**src/rtl/core/blss_pkg.sv**
```systemverilog
// shared constants, codes and types for the bounded lifo stack with search
package blss_pkg;

    // built geometry
    localparam int DEPTH  = 64;
    localparam int IDX_W  = $clog2(DEPTH);
    localparam int CNT_W  = $clog2(DEPTH + 1);
    localparam int WORD_W = 32;
    localparam int REQ_W  = 3;
    localparam int STAT_W = 2;

    // search tree grouping
    localparam int GRP_W  = 3;
    localparam int GRP    = 1 << GRP_W;
    localparam int NGRP   = DEPTH / GRP;
    localparam int NGRP_W = IDX_W - GRP_W;

    // request codes
    localparam logic [REQ_W-1:0] REQ_PUSH   = 3'd0;
    localparam logic [REQ_W-1:0] REQ_POP    = 3'd1;
    localparam logic [REQ_W-1:0] REQ_PEEK   = 3'd2;
    localparam logic [REQ_W-1:0] REQ_CLEAR  = 3'd3;
    localparam logic [REQ_W-1:0] REQ_SEARCH = 3'd4;

    // result status codes
    localparam logic [STAT_W-1:0] STAT_OK       = 2'd0;
    localparam logic [STAT_W-1:0] STAT_FULL     = 2'd1;
    localparam logic [STAT_W-1:0] STAT_EMPTY    = 2'd2;
    localparam logic [STAT_W-1:0] STAT_NOTFOUND = 2'd3;

    // sequencer states
    typedef enum logic [1:0] {
        S_IDLE,
        S_MERGE,
        S_PICK
    } state_t;

    // shift controls handed to every cell
    typedef struct packed {
        logic push;
        logic pop;
    } cell_ctl_t;

endpackage

```
**src/rtl/core/blss_cell.sv**
```systemverilog
// one stack cell: holds a word, shifts with its neighbours, compares against the key
module blss_cell (
    input  logic                       clk,
    input  blss_pkg::cell_ctl_t        ctl,
    input  logic [blss_pkg::WORD_W-1:0] upper_word,
    input  logic [blss_pkg::WORD_W-1:0] lower_word,
    input  logic [blss_pkg::WORD_W-1:0] key,
    input  logic [blss_pkg::IDX_W-1:0]  cell_idx,
    input  logic [blss_pkg::CNT_W-1:0]  fill,
    output logic [blss_pkg::WORD_W-1:0] word,
    output logic                        hit
);
    import blss_pkg::*;

    logic [WORD_W-1:0] word_reg;
    logic [WORD_W-1:0] word_next;

    // push moves words away from the top, pop moves them back up
    always_comb
    begin
        word_next = word_reg;
        if (ctl.push)
        begin
            word_next = upper_word;
        end
        else if (ctl.pop)
        begin
            word_next = lower_word;
        end
    end

    always_ff @(posedge clk)
    begin
        word_reg <= word_next;
    end

    // match only counts while the cell is occupied
    assign hit  = ({1'b0, cell_idx} < fill) && (word_reg == key);
    assign word = word_reg;

endmodule

```
**config.mk**
```make
export PLATFORM = sky130hd
export DESIGN_NAME = blss_cell
export DESIGN_NICKNAME = d
export VERILOG_FILES = /design/src/rtl/core/blss_pkg.sv /design/src/rtl/core/blss_cell.sv
export SDC_FILE = /design/constraint.sdc
export NUM_CORES = 1
export LEC_CHECK = 0
export BUFFER_PORTS_ARGS = -buffer_cell sky130_fd_sc_hd__buf_4
export CAP_MARGIN = 20
export CORE_MARGIN = 2
export CORE_UTILIZATION = 43
export CTS_CLUSTER_DIAMETER = 50
export DETAILED_ROUTE_END_ITERATION = 8
export PLACE_DENSITY = 0.86
export REMOVE_ABC_BUFFERS = 1
export SYNTH_ARGS = -nofsm -noshare
export SYNTH_HDL_FRONTEND = slang
export SYNTH_SLANG_ARGS = --single-unit
export TNS_END_PERCENT = 10
```
**constraint.sdc**
```tcl
create_clock -name clk -period 2.1 [get_ports clk]
set_input_delay 0.105 -clock clk [delete_from_list [all_inputs] [get_ports clk]]
set_output_delay 0.105 -clock clk [all_outputs]
set_load 0.02 [all_outputs]
```
* Word level (Yosys, flattened, before mapping)
Index checks and enable logic that the tools add are counted. W data, S select, Z words.
Cells by class: order comparisons 1, equal/unequal tests 1, mux-type cells 2, reduce and logical (&&, ||, !) cells 2
Operators with widths (count):
- $mux W32 | 2
- $eq A32 B32 Y1 | 1
- $lt A6 B7 Y1 | 1
- $reduce_bool A2 Y1 | 1
- $logic_and A1 B1 Y1 | 1
Word-level totals: register bits after elaboration 32, input port bits 112, output and inout port bits 33, logic and storage cells 7

* Logic depth before layout (Yosys ltp)
depth after elaboration 2, gate-level depth with buffers 6, depth with buffers taken out 6

* Worst setup path before layout
No wires, ideal clock.
path type reg2out, start reg word_reg[3], in the netlist word[3], end out hit, arrival 1.418 ns, data required time 1.995 ns, slack 0.577 ns, stages on the path, launching flop included 5, buffers on the path 0, path through edfxtp_1 > xor2_1 > nor4_2 > nand4_1 > nor3_2
Between the ends: longest elaborated chain between the ends 2
Ends and longest elaborated chain:
- start: declaration | line blss_cell.sv:15 | logic [WORD_W-1:0] word_reg;
- start signal: assignment | line blss_cell.sv:34 | word_reg <= word_next;
- $eq A32 B32 Y1 | line blss_cell.sv:38 | assign hit = ({1'b0, cell_idx} < fill) && (word_reg == key);
- $logic_and A1 B1 Y1 | line blss_cell.sv:38
- end: declaration | line blss_cell.sv:11 | output logic hit
Every way passes these cells.

* Worst setup path after layout
start reg word_reg[31], in the netlist word[31], end out hit
The elaborated chain is that of the path after synthesis.

==> metrics.txt <==
vias in the first global route=1748; Critical Path RT=roughly 2 ns; Tot GR Track Use=0.223; fillcell total=approximately 280; non-filler instance count after layout=328; Layout area overhead=65.5%; Avg Cell Area, Syn=between 10 and 15 µm²; height of the die=around 70 µm; Synth top area share=0.519; CTS buffer count=5; max incr delay on CP=0.44 ns; Clk Tree Root Cell=clkbuf_8; 1st-pass router iterations=4; Crit. End Element=output port; core area=0.00409 mm²; RSZ-0062 raised after global routing=no; CP max-delay cell=edfxtp_1; worst hold path class=input pin to flip-flop; Rel. slew slack=0.722; Inst Count DP=between 300 and 400; post-CTS setup buffer count=0; Final Max Tran Viols=0; Max VDD drop=around 0.53 mV; first-pass GRT wire length=8250 µm; antenna violations before repair=0; number of vias per cell=4.86; Power Density=roughly 600 mW/mm²; worst slew pin tran=0.417 ns; distinct cell type count after synthesis=16; largest net degree at the start of global routing=34; most frequent cells in the layout=buf_4 (145), mux2_2 (32), xor2_1 (32), edfxtp_1 (32); Antenna diodes=0; clock-pin slew on the worst setup and hold paths=roughly 0.07 ns; flop and latch count out of synthesis=32; DRC=0; period utilization=0.896; area leader, netlist=edfxtp_1; Syn. warnings=0; DRT antenna net count=0; ranking of synthesized cells by area=edfxtp_1 (52%), mux2_2 (19%), xor2_1 (15%); max frequency=between 500 and 600 MHz; H-tree depth=2; DR vias=approximately 1600; WHS Endpoint=word[23]; clock sinks=32; Syn Inst Count=approximately 130; min-delay src=lower_word[23]; Critical Path Start Type=flip-flop; outcome=finished clean; WL per Instance=approximately 17 µm; commonest non-fill, non-tap cell in the layout=buf_4; max reg flops=32; total grt overflow=0; initial drt markers=21; setup violation total in the final timing report=0; hold path depth=2; port bufs=144; I/O pins=roughly 150; max_cap viols=0; FP Rows=23; CTS tree=built; ratio of cells with drive above 1 in the final layout=0.683; DRT Wirelength=about 5500 µm; Seq/Total Area, Yosys=0.519; Die Wd=roughly 70 µm; Fin. Hold Viols=0; clk buf depth=2; Fin Setup TNS=0 ns; gpl congestion=~0.79; die area=0.00485 mm²; HPWL after DPL=4550 µm; CP Max Fanout=2; hold bufs inserted after CTS=0; Setup CP Type=flip-flop to output port; Resize count post-CTS=0; min Tclk post-route=1.88 ns; leak pwr=between 1 and 1.5 nW; worst-path cell chain=xor2_1 > nor4_1 > nand4_1 > nor3_2 > buf_4; # nets final=394; Worst Path Arrival=1.78 ns; Post-Syn Area=~0.0019 mm²; starting density of the core=0.453
worst max-delay path, delay by kind of cell (launching register included):
family        cells  cell delay (ns)
xor+xnor          1             0.18
buf+inv           1             0.16
flops             1             0.44
simple gates      3             0.73
per-layer routing:
metal	routed length (µm)	vias up	global-route usage	share of wire
met5	0	-	0	0
met1	1760	742	0.209	0.32
met3	497	8	0.0988	0.091
li1	-	771	-	-
met4	84	0	0.0641	0.015
met2	3130	74	0.433	0.57
synth_stat cells:
master	count
nand2b_1	1
nand4b_1	1
nand4_1	2
nor4_1	4
edfxtp_1	32
ha_1	5
mux2_2	32
a21oi_1	2
buf_2	4
or2_2	1
o22ai_1	1
inv_1	5
xor2_1	32
nor4_2	4
nor3_2	1
a21o_1	2
cell type report:
| cell class | instances | area, µm² | area share |
|---|---|---|---|
| repair buffers | 145 | 1090 | 0.355 |
| flip-flops and latches | 32 | 961 | 0.313 |
| multi-input cells | 88 | 853 | 0.278 |
| well taps | 50 | 62.6 | 0.0204 |
| inverters | 5 | 18.8 | 0.00612 |
| clock inverters | 3 | 13.8 | 0.00449 |
| clock buffers | 5 | 68.8 | 0.0224 |
worst max path at each step:
stage | from | end | slack, ns | cells past startpoint
finish | word[31] | hit | 0.22 | 5
CTS | word[31] | hit | 0.19 | 5
detailed placement | word[31] | hit | 0.52 | 5
global route | word[31] | hit | 0.03 | 5
floorplan | word[3] | hit | 0.58 | 4
global placement | word[31] | hit | 0.50 | 5
cells by family after synthesis:
| kind of cell | after synthesis | synth area share |
|---|---|---|
| simple gates | 14 | 0.0641 |
| xor+xnor | 32 | 0.151 |
| fa+ha+maj | 5 | 0.0338 |
| flops | 32 | 0.519 |
| buf+inv | 9 | 0.0209 |
| mux | 32 | 0.194 |
| compound gates | 5 | 0.0169 |
power breakdown:
part | switching [mW] | total [mW] | internal, mW
Clock | 0.225 | 0.450 | 0.225
Sequential | 0.0504 | 0.839 | 0.789
Combinational | 0.245 | 0.556 | 0.311
Total | 0.521 | 1.84 | 1.32
through the flow:
step	power (mW)	setup WS [ns]	util	hold WS, ns	cell area (µm²)
floorplan	1.09	0.577	-	0.325	1830
global placement	1.39	0.496	0.730	0.408	2980
detailed placement	1.41	0.516	0.730	0.410	2980
CTS	1.86	0.186	0.750	0.119	3070
global route	1.92	0.0268	0.750	0.109	3070
finish	1.84	0.219	0.750	0.127	3070
No activity file was read; power rests on OpenSTA's default activity.
