$ cat src/rtl/core/blss_pkg.sv
// shared constants, codes and types for the bounded lifo stack with search
package blss_pkg;

    // built geometry
    localparam int DEPTH  = 64;
    localparam int IDX_W  = $clog2(DEPTH);
    localparam int CNT_W  = $clog2(DEPTH + 1);
    localparam int WORD_W = 32;
    localparam int REQ_W  = 3;
    localparam int STAT_W = 2;

    // search tree grouping
    localparam int GRP_W  = 3;
    localparam int GRP    = 1 << GRP_W;
    localparam int NGRP   = DEPTH / GRP;
    localparam int NGRP_W = IDX_W - GRP_W;

    // request codes
    localparam logic [REQ_W-1:0] REQ_PUSH   = 3'd0;
    localparam logic [REQ_W-1:0] REQ_POP    = 3'd1;
    localparam logic [REQ_W-1:0] REQ_PEEK   = 3'd2;
    localparam logic [REQ_W-1:0] REQ_CLEAR  = 3'd3;
    localparam logic [REQ_W-1:0] REQ_SEARCH = 3'd4;

    // result status codes
    localparam logic [STAT_W-1:0] STAT_OK       = 2'd0;
    localparam logic [STAT_W-1:0] STAT_FULL     = 2'd1;
    localparam logic [STAT_W-1:0] STAT_EMPTY    = 2'd2;
    localparam logic [STAT_W-1:0] STAT_NOTFOUND = 2'd3;

    // sequencer states
    typedef enum logic [1:0] {
        S_IDLE,
        S_MERGE,
        S_PICK
    } state_t;

    // shift controls handed to every cell
    typedef struct packed {
        logic push;
        logic pop;
    } cell_ctl_t;

endpackage

$ cat src/rtl/core/blss_search.sv
// registered priority tree that finds the deepest matching cell
module blss_search (
    input  logic                        clk,
    input  logic                        start,
    input  logic [blss_pkg::DEPTH-1:0]  hits,
    input  logic [blss_pkg::CNT_W-1:0]  fill,
    output logic                        found,
    output logic [blss_pkg::IDX_W-1:0]  position
);
    import blss_pkg::*;

    logic [DEPTH-1:0] hit_vec_reg;
    logic [NGRP-1:0]  grp_any_reg;
    logic [GRP_W-1:0] grp_hi_reg [NGRP];
    logic [NGRP-1:0]  grp_any_next;
    logic [GRP_W-1:0] grp_hi_next [NGRP];
    logic [NGRP_W-1:0] sel_grp;
    logic [IDX_W-1:0]  cell_sel;
    logic [CNT_W-1:0]  pos_full;

    // capture the match vector on the accepted beat
    always_ff @(posedge clk)
    begin
        if (start)
        begin
            hit_vec_reg <= hits;
        end
    end

    // first level: highest set bit inside each group of eight
    always_comb
    begin
        for (int g = 0; g < NGRP; g++)
        begin
            grp_any_next[g] = 1'b0;
            grp_hi_next[g]  = '0;
            for (int b = 0; b < GRP; b++)
            begin
                if (hit_vec_reg[g*GRP + b])
                begin
                    grp_any_next[g] = 1'b1;
                    grp_hi_next[g]  = GRP_W'(b);
                end
            end
        end
    end

    always_ff @(posedge clk)
    begin
        grp_any_reg <= grp_any_next;
        for (int g = 0; g < NGRP; g++)
        begin
            grp_hi_reg[g] <= grp_hi_next[g];
        end
    end

    // second level: highest group with a match
    always_comb
    begin
        sel_grp = '0;
        for (int g = 0; g < NGRP; g++)
        begin
            if (grp_any_reg[g])
            begin
                sel_grp = NGRP_W'(g);
            end
        end
    end

    // deepest cell is the lowest position counted from the bottom
    assign found    = |grp_any_reg;
    assign cell_sel = {sel_grp, grp_hi_reg[sel_grp]};
    assign pos_full = fill - CNT_W'(1) - {1'b0, cell_sel};
    assign position = found ? pos_full[IDX_W-1:0] : '0;

endmodule

$ cat config.mk
export PLATFORM = sky130hd
export DESIGN_NAME = blss_search
export DESIGN_NICKNAME = d
export VERILOG_FILES = /design/src/rtl/core/blss_pkg.sv /design/src/rtl/core/blss_search.sv
export SDC_FILE = /design/constraint.sdc
export NUM_CORES = 1
export LEC_CHECK = 0
export BUFFER_PORTS_ARGS = -buffer_cell sky130_fd_sc_hd__buf_2
export CAP_MARGIN = 20
export CORE_MARGIN = 5
export CORE_UTILIZATION = 55
export DETAILED_ROUTE_END_ITERATION = 8
export GPL_ROUTABILITY_DRIVEN = 0
export HOLD_SLACK_MARGIN = 0.08
export PLACE_DENSITY = 0.81
export SKIP_LAST_GASP = 1
export SLEW_MARGIN = 20
export SYNTH_ARGS = -nofsm -noshare
export SYNTH_HDL_FRONTEND = slang
export SYNTH_SLANG_ARGS = --single-unit
$ cat constraint.sdc
create_clock -name clk -period 9.1 [get_ports clk]
set_input_delay 2.73 -clock clk [delete_from_list [all_inputs] [get_ports clk]]
set_output_delay 2.73 -clock clk [all_outputs]
set_load 0.01 [all_outputs]
# Word-level counts from Yosys, hierarchy flattened
# Memories as Yosys holds them, arrays and structs flattened.
# Index checks and enable logic that the tools add are counted.
# Widths: inputs -> output; s select.
dict set report totals {
  mem_bits_rw 24
  wordCells 93
  inputBits 73
  memories 1
  regBits 72
  out_inout_bits 7
}
# memory words word_bits read_ports rd_ports_with_merged_regs write_ports line_no
set mem_list {}
lappend mem_list {grp_hi_reg 8 3 1 0 8 blss_search.sv:14} ;# logic [GRP_W-1:0] grp_hi_reg [NGRP];
dict set report op_classes {
  muxes 72
  n_reduce_logical 9
  n_addsub 2
}
# operator count
set ops {}
lappend ops {{$mux 3} 52}
lappend ops {{$reduce_or 7->1} 8}
lappend ops {{$mux 1} 17}
lappend ops {{$reduce_or 8->1} 1}
lappend ops {{$mux 6} 1}
lappend ops {{$sub 6x1->6 const B} 1}
lappend ops {{$sub 6x6->6} 1}
lappend ops {{$mux 2} 2}

# Depth between registers and ports, before layout
# Gate-level depths: netlist of run 1.
# An unclocked memory read counts as a cell.
dict set report logic_depth {
  word_depth 10
  mapped_depth 13
  depth_no_buf 13
}

# Worst setup path before layout of run 1
# No wires, ideal clock.
dict set report synth_path {
  kind {in2out}
  from {input fill[0] (netlist name)}
  to {output position[4] (netlist name)}
  cell_stages 8
  n_path_buf 0
  slack_ns 2.523
  t_required_ns 6.370
  arrival_ns 3.847
  path_cell_list {ha_1 > inv_1 > fa_1 > inv_1 > a21o_1 > a21oi_1 > xor2_1 > nor2_1}
}
dict set report synth_between {
  elab_chain_len 3
}
# element line_no
set synth_lines {}
lappend synth_lines {{from (decl)} blss_search.sv:6} ;# input logic [blss_pkg::CNT_W-1:0] fill,
lappend synth_lines {{$sub 6x1->6} blss_search.sv:73} ;# assign pos_full = fill - CNT_W'(1) - {1'b0, cell_sel};
lappend synth_lines {{$sub 6x6->6} blss_search.sv:73}
lappend synth_lines {{$mux 6} blss_search.sv:74} ;# assign position = found ? pos_full[IDX_W-1:0] : '0;
lappend synth_lines {{to (decl)} blss_search.sv:8} ;# output logic [blss_pkg::IDX_W-1:0] position
# Every way passes these cells.

# Worst setup path in the final report of run 1
dict set report layout_path {
  from {input fill[1] (netlist name)}
  to {output position[5] (netlist name)}
}
# Same word-level chain as after synthesis.

==> results of run 1 <==
==> where the power goes <==
group          switching [mW]  total (mW)  leakage (nW)  internal (mW)
registers              0.0139       0.513         0.890          0.499
clock network           0.130       0.291         0.111          0.160
logic                  0.0307      0.0607         0.731         0.0300
total                   0.175       0.865          1.73          0.690
==> Yosys cell counts, types with 2 or more instances <==
cell | instances | share of area, %
o31ai_1 | 8 | 1.7
inv_1 | 15 | 1.6
dfxtp_1 | 32 | 18
edfxtp_1 | 64 | 54
a211oi_1 | 2 | 0.43
o21ai_0 | 2 | 0.28
nand4_1 | 8 | 1.4
a22o_1 | 2 | 0.50
nor2_1 | 56 | 6.0
a21o_1 | 2 | 0.43
xor2_1 | 2 | 0.50
ha_1 | 5 | 1.8
mux4_2 | 3 | 1.9
mux2_2 | 2 | 0.64
nor3_1 | 4 | 0.57
a21oi_1 | 12 | 1.7
xnor2_1 | 2 | 0.50
nand2_1 | 12 | 1.3
o21bai_1 | 9 | 1.9
buf_6 | 2 | 0.64
nor2b_1 | 2 | 0.35
==> metrics by stage <==
stage / area [um^2] / hold slack (ns) / utilization, % / power, mW
after floorplan: 3530 / 0.4282 / - / 0.5511
after global placement: 4001 / 0.4479 / 63.38 / 0.5811
after detailed placement: 4001 / 0.4523 / 63.38 / 0.5844
after CTS: 4222 / 0.4630 / 66.86 / 0.8736
after global routing: 4222 / 0.4954 / 66.86 / 0.9068
final: 4222 / 0.4630 / 66.86 / 0.8646
==> cell usage in the layout (no fill, tap or decap) <==
cell type	netlist	routed
a211oi_1	2	2
o21bai_1	9	9
clkbuf_8	0	9
nor2_1	56	56
clkinv_2	0	1
nor3_1	4	4
nor4_2	1	1
clkbuf_1	0	3
a221oi_1	1	1
a22o_1	2	2
nand2_1	12	12
mux4_2	3	3
xor2_1	2	2
buf_4	0	1
o2111a_1	1	1
edfxtp_1	64	64
dfxtp_1	32	32
o2111ai_1	1	1
nor2b_1	2	2
ha_1	5	5
fa_1	1	1
o31ai_1	8	8
or2_2	1	1
a21o_1	2	2
bufinv_16	0	1
or4_4	1	1
nor3b_1	1	1
a21oi_1	12	12
mux2i_1	1	1
nor4_1	1	1
nand4_1	8	8
buf_2	0	78
o21ai_0	2	2
clkbuf_16	0	2
a221oi_2	1	1
mux2_2	2	2
inv_1	15	15
xnor2_1	2	2
==> per-layer routing <==
metal	vias up	GRT usage [%]	routed length (um)
li1	1112	-	-
met1	942	18.18	2422
met2	57	22.56	2705
met3	7	4.841	349
met4	0	7.072	99
met5	-	0	0
==> cell type report <==
cell class	count	share of cell area, %
flip-flops and latches	96	60.70
multi-input cells	144	21.04
repair buffers	79	9.425
clock buffers	14	4.386
well taps	77	2.282
inverters	15	1.334
clock inverters	2	0.8299
==> kinds of logic after synthesis <==
family / Yosys count / synth area share (%)
flops: 96 / 72.60
fa+ha+maj: 6 / 2.340
buf+inv: 17 / 2.233
xor+xnor: 4 / 0.9927
compound gates: 41 / 8.188
mux: 6 / 2.836
simple gates: 87 / 10.81
==> worst max-delay path, delay by kind of cell <==
family / cells / cell delay [ns]
adder cells (fa/ha/maj): 1 / 0.30
buffers and inverters: 2 / 0.27
XOR/XNOR: 1 / 0.13
AO/OA/AOI/OAI: 3 / 0.60
AND/OR/NAND/NOR: 1 / 0.05
==> worst paths after layout <==
| check | start | cells after the start | endpoint |
|---|---|---|---|
| hold / removal | hit_vec_reg[30] | 1 | grp_hi_reg[3][0] |
| hold reg to reg | hit_vec_reg[30] | 1 | grp_hi_reg[3][0] |
| setup reg to reg | hit_vec_reg[57] | 4 | grp_hi_reg[7][0] |
| setup / recovery | fill[1] | 8 | position[5] |
==> tab_implementation.tex, run 1 <==
\begin{tabular}{lr}
\hline
Metric & Value \\
\hline
\multicolumn{2}{l}{\textbf{Clock tree}} \\
\quad Longest Clk Path Bufs & 2 \\
\quad Post-cts resize count & 0 \\
\quad Clock slew at reported path FFs & 0.08 ns \\
\quad Number of buffers created by CTS & 9 \\
\quad Number of buffers inserted by post-CTS setup repair & 0 \\
\quad Number of hold buffers added after cts & 0 \\
\quad H-tree depth & 3 \\
\quad Clock sink total & 96 \\
\quad Clock latency at the later pin of the worst-skew pair & 0.35 ns \\
\quad CTS tree & built \\
\quad Cell chosen for the clock root & clkbuf\_8 \\
\multicolumn{2}{l}{\textbf{Global route}} \\
\quad Initial antenna violation count & 0 \\
\quad Via count of the first global-routing pass & 2131 \\
\quad Wire length of the first global-routing pass & 9.377 mm \\
\quad Largest net degree at the start of global routing & 65 \\
\quad Global routing usage summed across all routing layers & 14.50\% \\
\quad Congestion Overflow GR & 0 \\
\multicolumn{2}{l}{\textbf{Floorplan}} \\
\quad Core Footprint & 6314 um\^{}2 \\
\quad Die footprint & 8120 um\^{}2 \\
\quad Height of the die & 90.11 um \\
\quad Die width & 90.11 um \\
\quad Standard-cell rows & 29 \\
\quad Number of primary I/O pins & 80 \\
\quad Starting density of the core & 55.91\% \\
\multicolumn{2}{l}{\textbf{Yosys}} \\
\quad FF+latch count, synth & 96 \\
\quad Share of flip-flops with an asynchronous set or reset & 0\% \\
\quad Post-Syn Nets & 336 \\
\quad Number of synthesis warnings & 0 \\
\quad Cell area after synthesis & 3530 um\^{}2 \\
\quad Number of unique standard cell types used by synthesis & 32 \\
\quad Number of synthesized flops with an enable pin & 64 \\
\quad Sequential area share after synthesis & 72.60\% \\
\quad Top FF cell, synth & edfxtp\_1 \\
\quad Post-synthesis cell count & 257 \\
\quad Per-instance average area after synthesis & 13.73 um\^{}2 \\
\multicolumn{2}{l}{\textbf{Finish}} \\
\quad Flip-flop count of the largest register after layout & 64 \\
\quad Multi-input gate area in the final layout & 888.4 um\^{}2 \\
\quad Area growth from synthesis to layout & 19.60\% \\
\quad Filler cell count & 464 \\
\quad FF+latch area & 2562 um\^{}2 \\
\quad Fin cells & 427 \\
\quad Fraction of final layout cells with drive strength greater than 1 & 28.86\% \\
\quad Nets & 424 \\
\quad Antenna fix cells & 0 \\
\multicolumn{2}{l}{\textbf{Routing}} \\
\quad DRC marker count from the first detailed-route iteration & 104 \\
\quad Final wirelength & 5.576 mm \\
\quad Final ANT Viol Nets & 0 \\
\quad Via count & 2118 \\
\quad Residual DRC & 0 \\
\quad TritonRoute pass-1 iters & 4 \\
\quad Wire length per cell after detailed routing & 13.06 um \\
\quad Avg Vias per Cell & 4.960 \\
\multicolumn{2}{l}{\textbf{Pwr}} \\
\quad Cell Pwr Density & 204.8 nW/um\^{}2 \\
\quad Worst IR drop on VDD & 0.1376 mV \\
\quad Leakage component of the power & 1.732 nW \\
\multicolumn{2}{l}{\textbf{Timing}} \\
\quad Remaining max-slew budget at the tightest pin & 49.92\% \\
\quad Final worst slack & 2.298 ns \\
\quad Final hold violation count & 0 \\
\quad Sum of negative setup slack & 0 ns \\
\quad Highest attainable clock frequency & 147.0 MHz \\
\quad Final worst path period need & 6.802 ns \\
\quad Unrepaired setup endpoints after global routing & false \\
\quad Final setup violation count & 0 \\
\quad Clock tree skew after final layout & 0.009643 ns \\
\quad Number of pins with negative max-slew slack in the final report & 0 \\
\quad Post-route clock period utilization & 74.75\% \\
\quad Pin slew with the least headroom to its limit & 0.7512 ns \\
\multicolumn{2}{l}{\textbf{Setup path}} \\
\quad Slowest stage cell, crit path & ha\_1 \\
\quad Crit path kind & input port to output port \\
\quad Critical Path Sink Type & output port \\
\quad Peak per-stage delay on the critical path & 0.30 ns \\
\quad Chain of cells forming the critical path & buf\_2 > ha\_1 > a211oi\_1 > o21bai\_1 > a21oi\_1 > xnor2\_1 > nor2\_1 > buf\_2 \\
\quad Reg2reg setup slack & 8.20 ns \\
\quad CP dominant cell by count & buf\_2 \\
\quad CP Max Fanout & 2 \\
\quad Signal arrival time at the worst endpoint & 4.07 ns \\
\quad Required time worst endpoint & 6.37 ns \\
\quad Critical path launch point type & input port \\
\multicolumn{2}{l}{\textbf{Placed design}} \\
\quad Setup Slack @ Placement & 2.286 ns \\
\quad Placed insts & 411 \\
\quad Number of buffers inserted by port buffering & 78 \\
\quad Detailed Place HPWL & 4.145 mm \\
\multicolumn{2}{l}{\textbf{Run}} \\
\quad Number of maximum-capacitance constraint violations & 0 \\
\multicolumn{2}{l}{\textbf{Min path}} \\
\quad Min-delay worst type & flip-flop to flip-flop \\
\multicolumn{2}{l}{\textbf{Status}} \\
\quad Outcome & finished, final reports clean \\
\hline
\end{tabular}
Note: power is estimated with default switching activity, not from simulation.
==> run 2: changes to the inputs <==
ABC_AREA = 1   (was default)
CORE_UTILIZATION = 49   (was 55)
PLACE_DENSITY = 0.76   (was 0.81)
clock period = 5.5 ns   (was 9.1 ns; I/O delays follow)
==> run 2 against run 1 <==
Against the previous run: combinational power grew 76%; first-iteration DRC count down 3.8%; flip-flop and latch count did not move; total power is 59% higher; sequential power grew 64%; critical path depth is 2 higher; sequential share of layout area down 3.3 points; synthesized cell count rose by 30%; register-to-register slack got worse by 3.9 ns; synthesized area is 7.8% higher; hold slack lost 0.019 ns; final area is 5.8% higher; largest power group unchanged; highest routed layer unchanged.
==> tab_implementation.tex, run 2 <==
\begin{tabular}{lr}
\hline
Metric & Value \\
\hline
\multicolumn{2}{l}{\textbf{Status}} \\
\quad Outcome & finished, final reports clean (unchanged) \\
\multicolumn{2}{l}{\textbf{Setup path}} \\
\quad Required time worst endpoint & 3.85 ns (was 6.37 ns) \\
\quad Worst R2R Path Depth & 2 (was 4) \\
\quad CP dominant cell by count & buf\_2 (unchanged) \\
\quad Critical path launch point type & input port (unchanged) \\
\quad Cell family contributing the most delay on the critical path & adder cells (was compound AO/OA/AOI/OAI gates) \\
\quad Chain of cells forming the critical path & buf\_2 > ha\_1 > inv\_1 > fa\_1 > nor2\_1 > o21ai\_0 > nand2\_1 > o21ai\_1 > a21oi\_1 > buf\_2 (was buf\_2 > ha\_1 > a211oi\_1 > o21bai\_1 > a21oi\_1 > xnor2\_1 > nor2\_1 > buf\_2) \\
\quad Critical path buffers and inverters & 3 (was 2) \\
\quad Crit path kind & input port to output port (unchanged) \\
\quad Signal arrival time at the worst endpoint & 3.01 ns (was 4.07 ns) \\
\quad Critical Path Sink Type & output port (unchanged) \\
\quad Slowest stage cell, crit path & fa\_1 (was ha\_1) \\
\quad CP Max Fanout & 3 (was 2) \\
\quad Peak per-stage delay on the critical path & 0.41 ns (was 0.30 ns) \\
\quad Critical Path Stages & 10 (was 8) \\
\quad Reg2reg setup slack & 4.25 ns (was 8.20 ns) \\
\multicolumn{2}{l}{\textbf{Yosys}} \\
\quad Post-synthesis adder-cell area fraction & 2.171\% (was 2.340\%) \\
\quad Share of the synthesized area in compound gates (AO/OA/AOI/OAI) & 3.750\% (was 8.189\%) \\
\quad Area share of and/or/nand/nor cells after synthesis & 18.45\% (was 10.81\%) \\
\quad Cell area after synthesis & 3804 um\^{}2 (was 3530 um\^{}2) \\
\quad Number of synthesized flops with an enable pin & 64 (unchanged) \\
\quad Leading cell types by count after synthesis & 64 x edfxtp\_1, 64 x inv\_1, 47 x nand2\_1 (was 64 x edfxtp\_1, 56 x nor2\_1, 32 x dfxtp\_1) \\
\quad Synth Area in XOR/XNOR & 0.2303\% (was 0.9926\%) \\
\quad Top cell type's share of synthesized area & 50.53\% (was 54.45\%) \\
\quad Share of flip-flops with an asynchronous set or reset & 0\% (unchanged) \\
\quad Combinational family with the most area after synthesis & simple AND/OR/NAND/NOR gates (unchanged) \\
\quad Top FF cell, synth & edfxtp\_1 (unchanged) \\
\quad Post-synthesis cell count & 335 (was 257) \\
\quad Cells taking the most area after synthesis & edfxtp\_1 51\%, dfxtp\_1 17\%, inv\_1 6.3\%, nand2\_1 4.6\%, nand3\_1 4.5\% (was edfxtp\_1 54\%, dfxtp\_1 18\%, nor2\_1 6.0\%, o21bai\_1 1.9\%, mux4\_2 1.9\%) \\
\quad Number of synthesis warnings & 0 (unchanged) \\
\quad Cell accounting for the most synthesized area & edfxtp\_1 (unchanged) \\
\quad Multiplexer fraction of the synthesized cell area & 0\% (was 2.836\%) \\
\quad Post-Syn Nets & 414 (was 336) \\
\quad Per-instance average area after synthesis & 11.35 um\^{}2 (was 13.73 um\^{}2) \\
\quad FF+latch count, synth & 96 (unchanged) \\
\quad Number of unique standard cell types used by synthesis & 30 (was 32) \\
\quad Sequential area share after synthesis & 67.37\% (was 72.60\%) \\
\multicolumn{2}{l}{\textbf{Finish}} \\
\quad Commonest cells after routing, fill and taps aside & 78 x buf\_2, 64 x inv\_1, 64 x edfxtp\_1, 47 x nand2\_1, 34 x nand3\_1 (was 78 x buf\_2, 64 x edfxtp\_1, 56 x nor2\_1, 32 x dfxtp\_1, 15 x inv\_1) \\
\quad Flip-flop count of the largest register after layout & 64 (unchanged) \\
\quad Fraction of final layout cells with drive strength greater than 1 & 25.29\% (was 28.86\%) \\
\quad Commonest non-fill, non-tap cell in the layout & buf\_2 (unchanged) \\
\quad Nets & 501 (was 424) \\
\quad Area growth from synthesis to layout & 17.40\% (was 19.60\%) \\
\quad Antenna fix cells & 0 (unchanged) \\
\multicolumn{2}{l}{\textbf{Global route}} \\
\quad Wire length of the first global-routing pass & 10.14 mm (was 9.377 mm) \\
\quad Initial antenna violation count & 0 (unchanged) \\
\quad Via count of the first global-routing pass & 2431 (was 2131) \\
\quad Global routing usage summed across all routing layers & 13.35\% (was 14.50\%) \\
\quad Congestion Overflow GR & 0 (unchanged) \\
\quad Largest net degree at the start of global routing & 65 (unchanged) \\
\multicolumn{2}{l}{\textbf{Routing}} \\
\quad Routed metal-1 wire length & 2.549 mm (was 2.422 mm) \\
\quad Highest metal used & met4 (unchanged) \\
\quad Final wirelength & 6.041 mm (was 5.576 mm) \\
\quad DRC marker count from the first detailed-route iteration & 100 (was 104) \\
\quad Final ANT Viol Nets & 0 (unchanged) \\
\quad Via count & 2484 (was 2118) \\
\quad Wire length per cell after detailed routing & 11.42 um (was 13.06 um) \\
\quad Wire length on met2 & 3.076 mm (was 2.705 mm) \\
\quad Avg Vias per Cell & 4.696 (was 4.960) \\
\quad Residual DRC & 0 (unchanged) \\
\quad TritonRoute pass-1 iters & 4 (unchanged) \\
\quad Routed wire length on met3 & 338 um (was 349 um) \\
\multicolumn{2}{l}{\textbf{Floorplan}} \\
\quad Die footprint & 9625 um\^{}2 (was 8120 um\^{}2) \\
\quad Core Footprint & 7647 um\^{}2 (was 6314 um\^{}2) \\
\quad Standard-cell rows & 32 (was 29) \\
\quad Starting density of the core & 49.74\% (was 55.91\%) \\
\quad Height of the die & 98.11 um (was 90.11 um) \\
\quad Die width & 98.11 um (was 90.11 um) \\
\quad Number of primary I/O pins & 80 (unchanged) \\
\multicolumn{2}{l}{\textbf{Clock tree}} \\
\quad Clock sink total & 96 (unchanged) \\
\quad Longest Clk Path Bufs & 2 (unchanged) \\
\quad Number of buffers created by CTS & 9 (unchanged) \\
\quad Cell chosen for the clock root & clkbuf\_8 (unchanged) \\
\quad Number of buffers inserted by post-CTS setup repair & 0 (unchanged) \\
\quad Clock slew at reported path FFs & 0.08 ns (about the same) \\
\quad Clock latency at the later pin of the worst-skew pair & 0.34 ns (was 0.35 ns) \\
\quad Post-cts resize count & 0 (unchanged) \\
\quad Number of hold buffers added after cts & 0 (unchanged) \\
\quad H-tree depth & 3 (unchanged) \\
\quad CTS tree & built (unchanged) \\
\multicolumn{2}{l}{\textbf{Placed design}} \\
\quad Number of buffers inserted by port buffering & 78 (unchanged) \\
\quad Detailed Place HPWL & 4.664 mm (was 4.145 mm) \\
\quad Setup Slack @ Placement & 0.8448 ns (was 2.286 ns) \\
\multicolumn{2}{l}{\textbf{Run}} \\
\quad Number of maximum-capacitance constraint violations & 0 (unchanged) \\
\multicolumn{2}{l}{\textbf{Pwr}} \\
\quad Leakage component of the power & 2.063 nW (was 1.732 nW) \\
\quad Worst IR drop on VDD & 0.1690 mV (was 0.1376 mV) \\
\quad Cell Pwr Density & 307.3 nW/um\^{}2 (was 204.8 nW/um\^{}2) \\
\multicolumn{2}{l}{\textbf{Timing}} \\
\quad Final setup violation count & 0 (unchanged) \\
\quad Final hold violation count & 0 (unchanged) \\
\quad Pin slew with the least headroom to its limit & 0.7666 ns (was 0.7512 ns) \\
\quad Highest attainable clock frequency & 214.4 MHz \\
\quad Number of pins with negative max-slew slack in the final report & 0 (unchanged) \\
\quad Remaining max-slew budget at the tightest pin & 48.89\% (was 49.92\%) \\
\quad Clock tree skew after final layout & 0.007881 ns (was 0.009643 ns) \\
\quad Unrepaired setup endpoints after global routing & false (unchanged) \\
\quad Final worst path period need & 4.664 ns \\
\quad Sum of negative setup slack & 0 ns (unchanged) \\
\quad Final worst slack & 0.8357 ns (was 2.298 ns) \\
\quad Post-route clock period utilization & 84.81\% \\
\multicolumn{2}{l}{\textbf{Min path}} \\
\quad Min-delay worst type & flip-flop to flip-flop (unchanged) \\
\quad Cell depth of the worst hold path & 1 (unchanged) \\
\hline
\end{tabular}
==> run 2: changes by cell type after synthesis, moves of 3 or more <==
cell      previous run  this run
inv_1               15        64
nor2_1              56        20
nand2_1             12        47
nand3_1              0        34
o21ai_0              2        10
o21bai_1             9         1
o31ai_1              8         0
or2_0                0         5
or4_1                0         5
inv_2                0         4
nand3_2              0         4
nand3b_1             0         4
mux4_2               3         0
nand4_1              8         5
==> run 2: path summary, 6_finish.rpt <==
check | from | end
worst max-delay path | fill[0] | position[4]
worst min-delay path | hit_vec_reg[16] | grp_any_reg[2]
worst max register to register | hit_vec_reg[43] | grp_any_reg[5]
worst min register to register | hit_vec_reg[16] | grp_any_reg[2]
==> run 2: layer usage <==
layer / GRT usage [%] / up-vias
met5: 0 / -
met4: 5.751 / 0
met3: 4.071 / 6
met2: 22.93 / 56
met1: 15.43 / 1137
li1: - / 1285
==> run 2: power by group <==
group          leakage [nW]  internal (mW)  switching (mW)  total (mW)
logic                  1.08         0.0475          0.0593       0.107
registers             0.891          0.825          0.0172       0.842
clock network        0.0917          0.208           0.215       0.423
==> run 2: stage by stage <==
| stage | hold slack, ns | power (mW) | std cells | cell area [um^2] | util (%) |
|---|---|---|---|---|---|
| finish | 0.4441 | 1.372 | 529 | 4466 | 58.39 |
| global route | 0.4720 | 1.444 | 529 | 4466 | 58.39 |
| CTS | 0.4497 | 1.392 | 529 | 4466 | 58.39 |
| detailed placement | 0.4253 | 0.9680 | 513 | 4279 | 55.96 |
| global placement | 0.4245 | 0.9623 | 513 | 4279 | 55.96 |
| floorplan | 0.4105 | 0.9116 | 335 | 3804 | - |
==> run 2: area by class of cell <==
cell class	count	area, um^2
repair buffers	79	397.9
clock buffers	10	127.6
well taps	102	127.6
inverters	68	255.2
multi-input cells	168	935.9
fillers	647	3182
flip-flops and latches	96	2562
clock inverters	6	58.81
==> run 2: kinds of logic (layout without fill, tap and decap cells) <==
| family | Yosys count | in the layout |
|---|---|---|
| XOR/XNOR | 1 | 1 |
| AO/OA/AOI/OAI | 27 | 27 |
| flip-flops | 96 | 96 |
| buffers and inverters | 71 | 163 |
| AND/OR/NAND/NOR | 134 | 134 |
| adder cells (fa/ha/maj) | 6 | 6 |
==> run 2: worst reg2reg max path, stage by stage, from the launching register on <==
cell and delay, ns:
edfxtp_1 0.39, or2_0 0.25, or4_1 0.48
==> run 3: changes to the inputs <==
ABC_AREA = 0   (was 1)
CORE_UTILIZATION = 48   (was 49)
PLACE_DENSITY = 0.75   (was 0.76)
clock period = 4.1 ns   (was 5.5 ns; I/O delays follow)
==> run 3 against run 2 <==
Against the previous run: the flow now finishes with violations (negative setup slack); final area decreased by 1.8%; combinational power increased by 41%; non-clock buffer count increased by 16; clock power increased by 35%; flip-flop and latch count unchanged; register-to-register slack got worse by 1.0 ns; die area decreased by 4.7%; cell count decreased by 12%; hold slack improved by 0.023 ns; wire length decreased by 2.0%; total power increased by 36%; utilization increased by 2.4 points.
==> tab_implementation.tex, run 3 (synthesis results as in run 1) <==
\begin{tabular}{lr}
\hline
Metric & Value \\
\hline
\multicolumn{2}{l}{\textbf{Status}} \\
\quad Violations in the final reports & negative setup slack \\
\quad Outcome & finished with violations (was finished, final reports clean) \\
\multicolumn{2}{l}{\textbf{Setup path}} \\
\quad Beginning of the worst register-to-register path & hit\_vec\_reg[33] (was hit\_vec\_reg[43]) \\
\quad CP Max Fanout & 2 (was 3) \\
\quad Critical path launch point type & flip-flop (was input port) \\
\quad Critical Path Sink Type & output port (unchanged) \\
\quad Worst R2R Path Depth & 4 (was 2) \\
\quad Crit Reg-Reg Endpoint & grp\_hi\_reg[4][0] (was grp\_any\_reg[5]) \\
\quad Critical Path Start & grp\_any\_reg[3] (was fill[0]) \\
\quad Required time worst endpoint & 2.87 ns (was 3.85 ns) \\
\quad Worst setup path end & position[4] (unchanged) \\
\quad Crit path kind & flip-flop to output port (was input port to output port) \\
\quad Reg2reg setup slack & 3.21 ns (was 4.25 ns) \\
\quad Signal arrival time at the worst endpoint & 3.12 ns (was 3.01 ns) \\
\multicolumn{2}{l}{\textbf{Timing}} \\
\quad Final setup violation count & 5 (was 0) \\
\quad Pin slew with the least headroom to its limit & 0.7622 ns (was 0.7666 ns) \\
\quad Final hold violation count & 0 (unchanged) \\
\quad Unrepaired setup endpoints after global routing & true (was false) \\
\quad Final worst path period need & 4.352 ns \\
\quad Post-route clock period utilization & 106.1\% \\
\quad Number of pins with negative max-slew slack in the final report & 0 (unchanged) \\
\quad Sum of negative setup slack & -0.6696 ns (was 0 ns) \\
\quad Final worst slack & -0.2520 ns (was 0.8357 ns) \\
\quad Highest attainable clock frequency & 229.8 MHz \\
\quad Remaining max-slew budget at the tightest pin & 49.19\% (was 48.89\%) \\
\quad Clock tree skew after final layout & 0.007563 ns (was 0.007881 ns) \\
\multicolumn{2}{l}{\textbf{Pwr}} \\
\quad Cell Pwr Density & 424.8 nW/um\^{}2 (was 307.3 nW/um\^{}2) \\
\quad Int Pwr & 1.465 mW (was 1.081 mW) \\
\quad Share of power burned in registers & 61.2\% (was 61.4\%) \\
\quad Post-layout total power & 1.862 mW (was 1.372 mW) \\
\quad Power share of the combinational group & 8.1\% (was 7.8\%) \\
\quad Clock share of power & 30.7\% (was 30.8\%) \\
\quad Worst IR drop on VDD & 0.2013 mV (was 0.1690 mV) \\
\quad Switching power & 0.3968 mW (was 0.2917 mW) \\
\quad Leakage component of the power & 1.790 nW (was 2.063 nW) \\
\quad Sw Ratio & 21.31\% (was 21.26\%) \\
\multicolumn{2}{l}{\textbf{Global route}} \\
\quad Initial antenna violation count & 0 (unchanged) \\
\quad Wire length of the first global-routing pass & 9.439 mm (was 10.14 mm) \\
\quad Largest net degree at the start of global routing & 65 (unchanged) \\
\quad Global routing usage summed across all routing layers & 13.68\% (was 13.35\%) \\
\quad Via count of the first global-routing pass & 2225 (was 2431) \\
\quad Congestion Overflow GR & 0 (unchanged) \\
\multicolumn{2}{l}{\textbf{Finish}} \\
\quad Area growth from synthesis to layout & 24.18\% (was 17.40\%) \\
\quad Flip-flop count of the largest register after layout & 64 (unchanged) \\
\quad Commonest cells after routing, fill and taps aside & 78 x buf\_2, 64 x edfxtp\_1, 56 x nor2\_1, 29 x dfxtp\_1, 17 x buf\_4 (was 78 x buf\_2, 64 x inv\_1, 64 x edfxtp\_1, 47 x nand2\_1, 34 x nand3\_1) \\
\quad Filler cell count & 585 (was 647) \\
\quad Commonest non-fill, non-tap cell in the layout & buf\_2 (unchanged) \\
\quad Nets & 440 (was 501) \\
\quad Antenna fix cells & 0 (unchanged) \\
\quad Core occupancy in the finished layout & 60.75\% (was 58.39\%) \\
\quad Fraction of final layout cells with drive strength greater than 1 & 35.25\% (was 25.29\%) \\
\multicolumn{2}{l}{\textbf{Routing}} \\
\quad Via count & 2220 (was 2484) \\
\quad TritonRoute pass-1 iters & 4 (unchanged) \\
\quad Wire length per cell after detailed routing & 12.73 um (was 11.42 um) \\
\quad Final wirelength & 5.920 mm (was 6.041 mm) \\
\quad Final ANT Viol Nets & 0 (unchanged) \\
\quad Residual DRC & 0 (unchanged) \\
\quad DRC marker count from the first detailed-route iteration & 80 (was 100) \\
\quad Avg Vias per Cell & 4.774 (was 4.696) \\
\multicolumn{2}{l}{\textbf{Floorplan}} \\
\quad Number of primary I/O pins & 80 (unchanged) \\
\quad Height of the die & 95.75 um (was 98.11 um) \\
\quad Die width & 95.75 um (was 98.11 um) \\
\quad Starting density of the core & 48.92\% (was 49.74\%) \\
\quad Standard-cell rows & 31 (was 32) \\
\quad Die footprint & 9168 um\^{}2 (was 9625 um\^{}2) \\
\quad Core Footprint & 7214 um\^{}2 (was 7647 um\^{}2) \\
\multicolumn{2}{l}{\textbf{Placed design}} \\
\quad Detailed Place HPWL & 4.373 mm (was 4.664 mm) \\
\quad Number of buffers inserted by port buffering & 78 (unchanged) \\
\multicolumn{2}{l}{\textbf{Clock tree}} \\
\quad H-tree depth & 3 (unchanged) \\
\quad CTS tree & built (unchanged) \\
\quad Number of buffers created by CTS & 9 (unchanged) \\
\quad Clock sink total & 96 (unchanged) \\
\quad Clock latency at the later pin of the worst-skew pair & 0.34 ns (about the same) \\
\quad Clock slew at reported path FFs & 0.09 ns (was 0.08 ns) \\
\quad Longest Clk Path Bufs & 2 (unchanged) \\
\quad Number of hold buffers added after cts & 0 (unchanged) \\
\quad Cell chosen for the clock root & clkbuf\_8 (unchanged) \\
\multicolumn{2}{l}{\textbf{Run}} \\
\quad Number of maximum-capacitance constraint violations & 0 (unchanged) \\
\multicolumn{2}{l}{\textbf{Min path}} \\
\quad Min-delay worst type & flip-flop to flip-flop (unchanged) \\
\quad Cell depth of the worst hold path & 1 (unchanged) \\
\hline
\end{tabular}
==> run 3: cell count changes in the layout (fill, tap and decap cells not counted), moves of 4 or more <==
| cell | previous run | this run |
|---|---|---|
| o31ai_1 | 0 | 7 |
| nand3b_1 | 4 | 0 |
| nor2_1 | 20 | 56 |
| buf_4 | 1 | 17 |
| nand3_1 | 34 | 0 |
| o21ai_0 | 10 | 1 |
| or4_1 | 5 | 0 |
| inv_1 | 64 | 14 |
| nand2_1 | 47 | 11 |
| o21bai_1 | 1 | 9 |
| nand3_2 | 4 | 0 |
| or2_0 | 5 | 0 |
==> run 3: how the worst min path moves through the flow <==
| stage | startpoint | endpoint | slack, ns |
|---|---|---|---|
| after detailed placement | hit_vec_reg[30] | grp_hi_reg[3][0] | 0.45 |
| after global placement | hit_vec_reg[30] | grp_hi_reg[3][0] | 0.45 |
| after floorplan | hit_vec_reg[8] | grp_any_reg[1] | 0.43 |
| after CTS | hit_vec_reg[30] | grp_hi_reg[3][0] | 0.46 |
| final | hit_vec_reg[46] | grp_hi_reg[5][0] | 0.47 |
| after global routing | hit_vec_reg[38] | grp_hi_reg[4][0] | 0.50 |
==> run 3: repair_timing <==
action / 4_1_cts / 5_1_grt
endpoints found under the hold margin: 0 / 0
buffers inserted: 2 / 1
pin swaps: 11 / 6
setup endpoints to repair: 5 / 5
resized for setup: 11 / 4
==> run 3: layout make-up <==
type                    instances  area, um^2  share of cell area [%]
well taps                      99       123.9                   2.826
inverters                      15       56.30                   1.285
flip-flops and latches         96        2566                   58.55
clock buffers                  12       135.1                   3.083
clock inverters                 4       46.29                   1.056
multi-input cells             144       937.1                   21.38
repair buffers                 95       518.0                   11.82
==> run 3: worst max-delay path: stages (launching register included) <==
cell and delay (ns):
dfxtp_2 0.32, nor2b_1 0.12, nor3_1 0.16, buf_4 0.14, mux4_2 0.51, a221oi_2 0.33
ha_2 0.25, inv_2 0.04, fa_2 0.33, inv_1 0.06, a21o_1 0.10, a21oi_1 0.07
xor2_1 0.14, nor2_1 0.09, buf_2 0.13
==> run 3: per-stage QoR <==
| step | hold WS (ns) | cell area (um^2) | std cells | worst slack, ns |
|---|---|---|---|---|
| 3_5_place_dp | 0.4514 | 4126 | 446 | -0.01659 |
| 6_report | 0.4669 | 4383 | 465 | -0.2520 |
| 5_1_grt | 0.4954 | 4383 | 465 | -0.4340 |
| 4_1_cts | 0.4650 | 4360 | 464 | -0.2526 |
| 3_3_place_gp | 0.4502 | 4126 | 446 | -0.009364 |
| 2_1_floorplan | 0.4282 | 3530 | 257 | 0.01404 |
==> run 3: per-layer routing <==
| metal | wire length [um] | up-vias | share of wire, % | track usage (%) |
|---|---|---|---|---|
| met3 | 320 | 8 | 5.4 | 4.535 |
| met1 | 2591 | 1017 | 44 | 16.18 |
| met2 | 2926 | 57 | 49 | 23.22 |
| met5 | 0 | - | 0 | 0 |
| li1 | - | 1138 | - | - |
| met4 | 82 | 0 | 1.4 | 5.095 |
==> run 3: power by group through the flow <==
stage / combinational (mW) / sequential (mW) / clock (mW)
6_report: 0.151 / 1.14 / 0.571
3_3_place_gp: 0.135 / 1.16 / 0
3_5_place_dp: 0.139 / 1.16 / 0
2_1_floorplan: 0.0710 / 1.15 / 0
5_1_grt: 0.170 / 1.15 / 0.636
4_1_cts: 0.148 / 1.14 / 0.585
